==> config.mk <==
export PLATFORM = sky130hd
export DESIGN_NAME = adc_trimmed_mean_filter
export DESIGN_NICKNAME = d
export VERILOG_FILES = /design/src/design/atmf_pkg.sv /design/src/design/atmf_store.sv /design/src/design/atmf_unit.sv /design/src/design/adc_trimmed_mean_filter.sv
export SDC_FILE = /design/constraint.sdc
export NUM_CORES = 1
export LEC_CHECK = 0
export BUFFER_PORTS_ARGS = -buffer_cell sky130_fd_sc_hd__buf_2
export CORE_MARGIN = 2
export CORE_UTILIZATION = 40
export CTS_CLUSTER_DIAMETER = 60
export DETAILED_ROUTE_END_ITERATION = 8
export GPL_ROUTABILITY_DRIVEN = 1
export PLACE_DENSITY = 0.52
export SETUP_SLACK_MARGIN = 0.4
export SLEW_MARGIN = 20
export SYNTH_ARGS = -nofsm -noshare
export SYNTH_HDL_FRONTEND = slang
export SYNTH_SLANG_ARGS = --single-unit
export TNS_END_PERCENT = 20
==> constraint.sdc <==
create_clock -name i_clk -period 17.8 [get_ports i_clk]
set_input_delay 5.34 -clock i_clk [delete_from_list [all_inputs] [get_ports i_clk]]
set_output_delay 5.34 -clock i_clk [all_outputs]
set_load 0.1 [all_outputs]
==> src/design/atmf_pkg.sv <==
// atmf_pkg: sizes, types and sequencer codes of the trimmed mean filter
// no dependencies; used by every module of the block by scoped names

package atmf_pkg;

    // block configuration
    localparam int CHANNELS    = 5;
    localparam int SAMPLE_BITS = 12;
    localparam int KEPT        = 4;
    localparam int WIN         = KEPT + 1;

    // fixed port widths
    localparam int CH_W   = 3;
    localparam int SMP_W  = 12;
    localparam int FILT_W = 12;

    // derived widths
    localparam int ROW_W  = (CHANNELS > 1) ? $clog2(CHANNELS) : 1;
    localparam int IDX_W  = $clog2(WIN);
    localparam int CNT_W  = $clog2(WIN + 1);
    localparam int SUM_W  = SAMPLE_BITS + $clog2(WIN);

    // divide by three as multiply by ceil(2^k / 3), exact for sum < 2^(k-1)
    localparam int DIV3_SHIFT = SUM_W + 1;
    localparam int DIV3_MUL   = ((1 << DIV3_SHIFT) + 2) / 3;
    localparam int PROD_W     = SUM_W + DIV3_SHIFT;

    typedef logic [SAMPLE_BITS-1:0]            t_smp;
    typedef logic [KEPT-1:0][SAMPLE_BITS-1:0]  t_row;
    typedef logic [ROW_W-1:0]                  t_rowidx;
    typedef logic [IDX_W-1:0]                  t_idx;
    typedef logic [CNT_W-1:0]                  t_cnt;
    typedef logic [SUM_W-1:0]                  t_sum;
    typedef logic [PROD_W-1:0]                 t_prod;
    typedef logic [CH_W-1:0]                   t_chan;
    typedef logic [SMP_W-1:0]                  t_port_smp;
    typedef logic [FILT_W-1:0]                 t_filt;

    // running state of the shared scan unit
    typedef struct packed {
        t_smp hi;
        t_smp lo;
        t_sum sum;
        t_cnt cnt;
    } t_acc;

    typedef enum logic {
        OP_EXTREMES,
        OP_ACCUM
    } t_op;

    typedef enum logic [2:0] {
        S_IDLE,
        S_EXTREMES,
        S_ACCUM,
        S_DIVIDE
    } t_state;

endpackage

==> src/design/atmf_store.sv <==
// atmf_store: per-channel rows of the four most recent samples, cleared by reset
// depends on atmf_pkg

module atmf_store (
    input  logic              i_clk,
    input  logic              i_rst_n,
    input  atmf_pkg::t_rowidx i_row,
    input  logic              i_wr,
    input  atmf_pkg::t_row    i_wdata,
    output atmf_pkg::t_row    o_rdata
);

    atmf_pkg::t_row r_rows [atmf_pkg::CHANNELS];

    always_ff @(posedge i_clk) begin
        if (!i_rst_n) begin
            for (int c = 0; c < atmf_pkg::CHANNELS; c++) begin
                r_rows[c] <= '0;
            end
        end else if (i_wr) begin
            r_rows[i_row] <= i_wdata;
        end
    end

    assign o_rdata = r_rows[i_row];

endmodule

==> src/design/atmf_unit.sv <==
// atmf_unit: shared compare and accumulate step, one window sample per use
// depends on atmf_pkg

module atmf_unit (
    input  atmf_pkg::t_op  i_op,
    input  atmf_pkg::t_smp i_elem,
    input  atmf_pkg::t_acc i_acc,
    output atmf_pkg::t_acc o_acc
);

    always_comb begin
        o_acc = i_acc;
        unique case (i_op)
            atmf_pkg::OP_EXTREMES: begin
                if (i_elem > i_acc.hi) begin
                    o_acc.hi = i_elem;
                end
                if (i_elem < i_acc.lo) begin
                    o_acc.lo = i_elem;
                end
            end
            atmf_pkg::OP_ACCUM: begin
                // every copy of an extreme is left out
                if ((i_elem > i_acc.lo) && (i_elem < i_acc.hi)) begin
                    o_acc.sum = i_acc.sum + atmf_pkg::t_sum'(i_elem);
                    o_acc.cnt = i_acc.cnt + atmf_pkg::t_cnt'(1);
                end
            end
            default: begin
                o_acc = i_acc;
            end
        endcase
    end

endmodule

==> src/design/adc_trimmed_mean_filter.sv <==
// adc_trimmed_mean_filter: five-sample trimmed mean filter for converter channels
// depends on atmf_pkg, atmf_store and atmf_unit
//
//  channel   direction  handshake            payload
//  input     in         i_valid / o_stall    i_channel, i_sample
//  result    out        o_valid / i_stall    o_filtered, o_channel_ok
//
// a valid channel goes from transfer to result through one load, WIN passes of the
// shared unit for max and min, WIN passes for the sum, one divide and load of the result
// an invalid channel skips the load and the scan passes and goes straight to the divide
// the next input is taken the cycle after the result register is loaded
// reset clears the sequencer, the result valid and every window row to zeros
// a stalled result holds; the divide step waits until the result register is free

module adc_trimmed_mean_filter (
    input  logic                 i_clk,
    input  logic                 i_rst_n,
    input  logic                 i_valid,
    output logic                 o_stall,
    input  atmf_pkg::t_chan      i_channel,
    input  atmf_pkg::t_port_smp  i_sample,
    output logic                 o_valid,
    input  logic                 i_stall,
    output atmf_pkg::t_filt      o_filtered,
    output logic                 o_channel_ok
);

    // sequencer and working registers
    atmf_pkg::t_state r_state, n_state;
    atmf_pkg::t_idx   r_k, n_k;
    atmf_pkg::t_smp   r_win [atmf_pkg::WIN];
    atmf_pkg::t_smp   n_win [atmf_pkg::WIN];
    atmf_pkg::t_acc   r_acc, n_acc;
    logic             r_ok, n_ok;

    // result register
    logic             r_out_valid, n_out_valid;
    atmf_pkg::t_filt  r_out_filt, n_out_filt;
    logic             r_out_ok, n_out_ok;

    // store and unit connections
    atmf_pkg::t_rowidx row_idx;
    atmf_pkg::t_row    row_rd;
    atmf_pkg::t_row    row_wr;
    logic              row_we;
    atmf_pkg::t_op     unit_op;
    atmf_pkg::t_acc    unit_out;

    atmf_pkg::t_smp    new_smp;
    logic              chan_valid;
    logic              out_free;
    atmf_pkg::t_prod   prod3;
    atmf_pkg::t_sum    quot;

    assign new_smp    = atmf_pkg::t_smp'(i_sample);
    assign chan_valid = (i_channel != atmf_pkg::t_chan'(0))
                        && (int'(i_channel) <= atmf_pkg::CHANNELS);
    assign row_idx    = atmf_pkg::t_rowidx'(i_channel - atmf_pkg::t_chan'(1));
    assign out_free   = !r_out_valid || !i_stall;

    // new row: drop the oldest, append the new sample
    always_comb begin
        for (int k = 0; k < atmf_pkg::KEPT - 1; k++) begin
            row_wr[k] = row_rd[k+1];
        end
        row_wr[atmf_pkg::KEPT-1] = new_smp;
    end

    atmf_store u_store (
        .i_clk   (i_clk),
        .i_rst_n (i_rst_n),
        .i_row   (row_idx),
        .i_wr    (row_we),
        .i_wdata (row_wr),
        .o_rdata (row_rd)
    );

    atmf_unit u_unit (
        .i_op   (unit_op),
        .i_elem (r_win[r_k]),
        .i_acc  (r_acc),
        .o_acc  (unit_out)
    );

    // divide by the count, which never exceeds three
    assign prod3 = atmf_pkg::t_prod'(r_acc.sum) * atmf_pkg::t_prod'(atmf_pkg::DIV3_MUL);

    always_comb begin
        unique case (r_acc.cnt)
            atmf_pkg::t_cnt'(1): quot = r_acc.sum;
            atmf_pkg::t_cnt'(2): quot = r_acc.sum >> 1;
            atmf_pkg::t_cnt'(3): quot = atmf_pkg::t_sum'(prod3 >> atmf_pkg::DIV3_SHIFT);
            default:             quot = '0;
        endcase
    end

    // next state and datapath control
    always_comb begin
        n_state     = r_state;
        n_k         = r_k;
        n_win       = r_win;
        n_acc       = r_acc;
        n_ok        = r_ok;
        n_out_valid = r_out_valid;
        n_out_filt  = r_out_filt;
        n_out_ok    = r_out_ok;
        row_we      = 1'b0;
        unit_op     = atmf_pkg::OP_EXTREMES;
        o_stall     = 1'b1;

        if (r_out_valid && !i_stall) begin
            n_out_valid = 1'b0;
        end

        unique case (r_state)
            atmf_pkg::S_IDLE: begin
                o_stall = 1'b0;
                if (i_valid) begin
                    n_k     = '0;
                    n_acc   = '{hi: '0, lo: '1, sum: '0, cnt: '0};
                    n_ok    = chan_valid;
                    if (chan_valid) begin
                        for (int k = 0; k < atmf_pkg::KEPT; k++) begin
                            n_win[k] = row_rd[k];
                        end
                        n_win[atmf_pkg::KEPT] = new_smp;
                        row_we  = 1'b1;
                        n_state = atmf_pkg::S_EXTREMES;
                    end else begin
                        n_state = atmf_pkg::S_DIVIDE;
                    end
                end
            end
            atmf_pkg::S_EXTREMES: begin
                unit_op = atmf_pkg::OP_EXTREMES;
                n_acc   = unit_out;
                if (r_k == atmf_pkg::t_idx'(atmf_pkg::WIN - 1)) begin
                    n_k     = '0;
                    n_state = atmf_pkg::S_ACCUM;
                end else begin
                    n_k = r_k + atmf_pkg::t_idx'(1);
                end
            end
            atmf_pkg::S_ACCUM: begin
                unit_op = atmf_pkg::OP_ACCUM;
                n_acc   = unit_out;
                if (r_k == atmf_pkg::t_idx'(atmf_pkg::WIN - 1)) begin
                    n_k     = '0;
                    n_state = atmf_pkg::S_DIVIDE;
                end else begin
                    n_k = r_k + atmf_pkg::t_idx'(1);
                end
            end
            atmf_pkg::S_DIVIDE: begin
                if (out_free) begin
                    n_out_valid = 1'b1;
                    n_out_filt  = r_ok ? atmf_pkg::t_filt'(quot) : '0;
                    n_out_ok    = r_ok;
                    n_state     = atmf_pkg::S_IDLE;
                end
            end
            default: begin
                n_state = atmf_pkg::S_IDLE;
            end
        endcase
    end

    // control state
    always_ff @(posedge i_clk) begin
        if (!i_rst_n) begin
            r_state     <= atmf_pkg::S_IDLE;
            r_k         <= '0;
            r_out_valid <= 1'b0;
        end else begin
            r_state     <= n_state;
            r_k         <= n_k;
            r_out_valid <= n_out_valid;
        end
    end

    // payload
    always_ff @(posedge i_clk) begin
        r_win      <= n_win;
        r_acc      <= n_acc;
        r_ok       <= n_ok;
        r_out_filt <= n_out_filt;
        r_out_ok   <= n_out_ok;
    end

    assign o_valid      = r_out_valid;
    assign o_filtered   = r_out_filt;
    assign o_channel_ok = r_out_ok;

endmodule

==> summary.txt <==
Yosys
  • Cell Area, Synth: 26,000 µm²
  • Synth area leader: edfxtp_1
  • Commonest cells in the netlist: edfxtp_1, nor2_1, inv_1, ha_1, nand2_1
  • Post-synth cell types: 73
  • Synth warn: 0
  • Syn avg cell area: 13.0 µm²
  • Post-synth EDFFs: 500
  • Post-synth top flop: edfxtp_1
  • Async set-reset flop share out of synthesis: 0
  • Seq/Total Area, Yosys: 0.582
  • Synth area leaders: edfxtp_1, ha_1, fa_1
  • Top-count cell post-synth: edfxtp_1
  • Top cell type's share of synthesized area: 0.577
  • Gate Count Post-Synth: 1,998
  • Seq cells post-synth: 506
  • Net count of the mapped netlist: 2,216

Worst setup path
  • RR Startpoint: r_acc[6]$_SDFFCE_PN0P_
  • Startpoint types: input port
  • Critical path origin: i_channel[0]
  • Crit path cell chain: buf_2 -> buf_4 -> inv_2 -> ha_4 -> clkinv_2 -> nor2_1 -> buf_4 -> nand3_2 -> nand2_2 -> buf_4
  • Crit path DAT: 10.10 ns
  • Most common cell on crit path: buf_4
  • Max Fanout on Critical Path: 37
  • Crit-path slowest cell: nand2_2
  • CP Class: in -> reg
  • WP buf/inv: 6
  • Worst Setup End Kind: register
  • CP delay by family, top: simple AND/OR/NAND/NOR gates
  • CP max stage delay: 1.00 ns
  • Worst EP required: 18.08 ns

Detailed routing
  • Final ANT Viol Nets: 0
  • Drt drc: 0
  • Drt pass-1 iters: 5
  • Post-Route WL: 68,800 µm
  • Avg WL per Cell: 23.6 µm
  • Vias: 16,100
  • DR vias/cell: 5.51
  • DR iter-0 viols: 1,351

Layout
  • Layout cells sized above 1: 0.116
  • Final nets: 2,234
  • Syn-to-layout area delta: 11.0%

Global routing
  • GRT Overall Usage: 0.207
  • First-pass GRT wire length: 104,000 µm
  • Largest net degree at the start of global routing: 141
  • Antenna violations before repair: 1
  • Overflow after GRT: 0
  • Vias in the first global route: 16,400

Place
  • GP Congestion: 0.823
  • DP HPWL: 43,200 µm
  • PortBufs: 33

Die
  • Number of placement rows: 93
  • Die width: 259 µm
  • Chip height: 259 µm
  • I/O Pins: 34
  • Initial Util: 0.404
  • Core Box Area: 64,300 µm²
  • Die area: 67,100 µm²

Clock network
  • Clock Path Buffers: 3
  • CTS tree: done
  • Post-CTS setup buffers: 0
  • Later-pin clock latency in the skew report: 0.65 ns
  • Number of hold buffers added after cts: 0
  • Num Clock Sinks: 506
  • Clock-pin slew on the worst setup and hold paths: 0.06 ns
  • Post-cts sizing count: 0
  • CTS root buf: clkbuf_16
  • H-tree depth: 2
  • Num CTS Buffers: 55

STA
  • Fin. Hold Viols: 0
  • Achievable Freq: 102 MHz
  • Skew final: 0.0422 ns
  • Min Clock Period, post-route: 9.83 ns
  • Slew @ Worst Pin: 1.11 ns
  • Fin. max-slew vios: 0
  • Fin crit share: 0.552
  • Finish-stage setup viols: 0
  • Slew HR: 0.258
  • Total Neg Setup Slack: 0 ns
  • RSZ-0062 raised after global routing: no

Run
  • Max_cap viols: 0

Min path
  • HP Class: reg -> reg
  • HP Start: r_state[0]$_SDFFE_PN0P_

Status
  • Status: finished clean
## placed cells by master, fill, tap and decap left out, types with 44 or more instances in the layout
master	n
a21oi_1	69
mux4_2	54
nand3_1	48
o21ai_0	53
edfxtp_1	500
and2_1	44
ha_1	137
fa_1	61
nor2_1	206
and3_1	53
clkbuf_16	55
inv_1	201
nand2_1	114
mux2i_1	70
## cells by family (layout without fill, tap and decap cells)
| logic type | after synthesis | after routing | synth area share |
|---|---|---|---|
| muxes | 125 | 125 | 0.0741 |
| buffers and inverters | 306 | 371 | 0.0492 |
| AOI/OAI and AO/OA | 292 | 292 | 0.0756 |
| other | 0 | 1 | 0 |
| xor gates and xnor gates | 19 | 19 | 0.00669 |
| DFF | 506 | 506 | 0.582 |
| adders and majority gates | 199 | 199 | 0.113 |
| and+or+nand+nor | 551 | 551 | 0.0991 |
## registers in the layout, summed over array words and instances, names as in the netlist
signal	cells
u_store.r_rows	384
r_win	60
r_acc	42
o_filtered	12
r_k	3
r_state	2
o_channel_ok	1
o_valid	1
r_ok	1
## final cells by class
cell class                      count  area, µm²
Tap cell                          855       1070
Clock buffer                       68       1430
Inverter                          203        763
Clock inverter                     36        370
Sequential cell                   506      15100
Timing Repair Buffer               64        410
Antenna cell                        1       2.50
Fill cell                        5840      35500
Multi-Input combinational cell   1186       9700
## metal layers
metal  track usage  vias to the layer above  routed length [µm]
met4        0.0469                        0                1130
li1              -                     7309                   -
met1         0.292                     8271               31100
met3        0.0260                       72                3570
met5             0                        -                   0
met2         0.341                      429               33000
## stage by stage
step                worst slack [ns]  utilization  area [µm²]  hold WS [ns]  std cells
global route                    7.69        0.449       28900         0.601       2918
CTS                             7.88        0.448       28900         0.569       2918
detailed placement              7.27        0.421       27100         0.557       2814
global placement                7.37        0.421       27100         0.526       2814
finish                          7.97        0.449       28900         0.554       2919
floorplan                       6.55            -       26000         0.460       1998
## worst paths after layout
kind / end / slack [ns] / cells after the start
setup / recovery: u_store.r_rows[4][14]$_SDFFCE_PN0P_ / 7.97 / 10
hold / removal: r_state[0]$_SDFFE_PN0P_ / 0.55 / 2
setup reg to reg: o_filtered[4]$_SDFFCE_PN0P_ / 11.71 / 17
hold reg to reg: r_state[0]$_SDFFE_PN0P_ / 0.55 / 2
## worst register-to-register path, cell delays in order (launching register included)
cell,delay (ns)
edfxtp_1,0.60
ha_1,0.47
inv_1,0.07
fa_1,0.46
fa_1,0.51
inv_1,0.05
fa_1,0.48
inv_1,0.06
fa_1,0.48
inv_1,0.05
fa_1,0.44
ha_1,0.38
nand4_1,0.22
a211oi_1,0.37
o21ai_0,0.27
a21oi_1,0.47
nor2_1,0.19
a211o_1,0.28
Power is not shown: default switching activity piles up to over one toggle a cycle in this logic, so the estimate is an artifact.
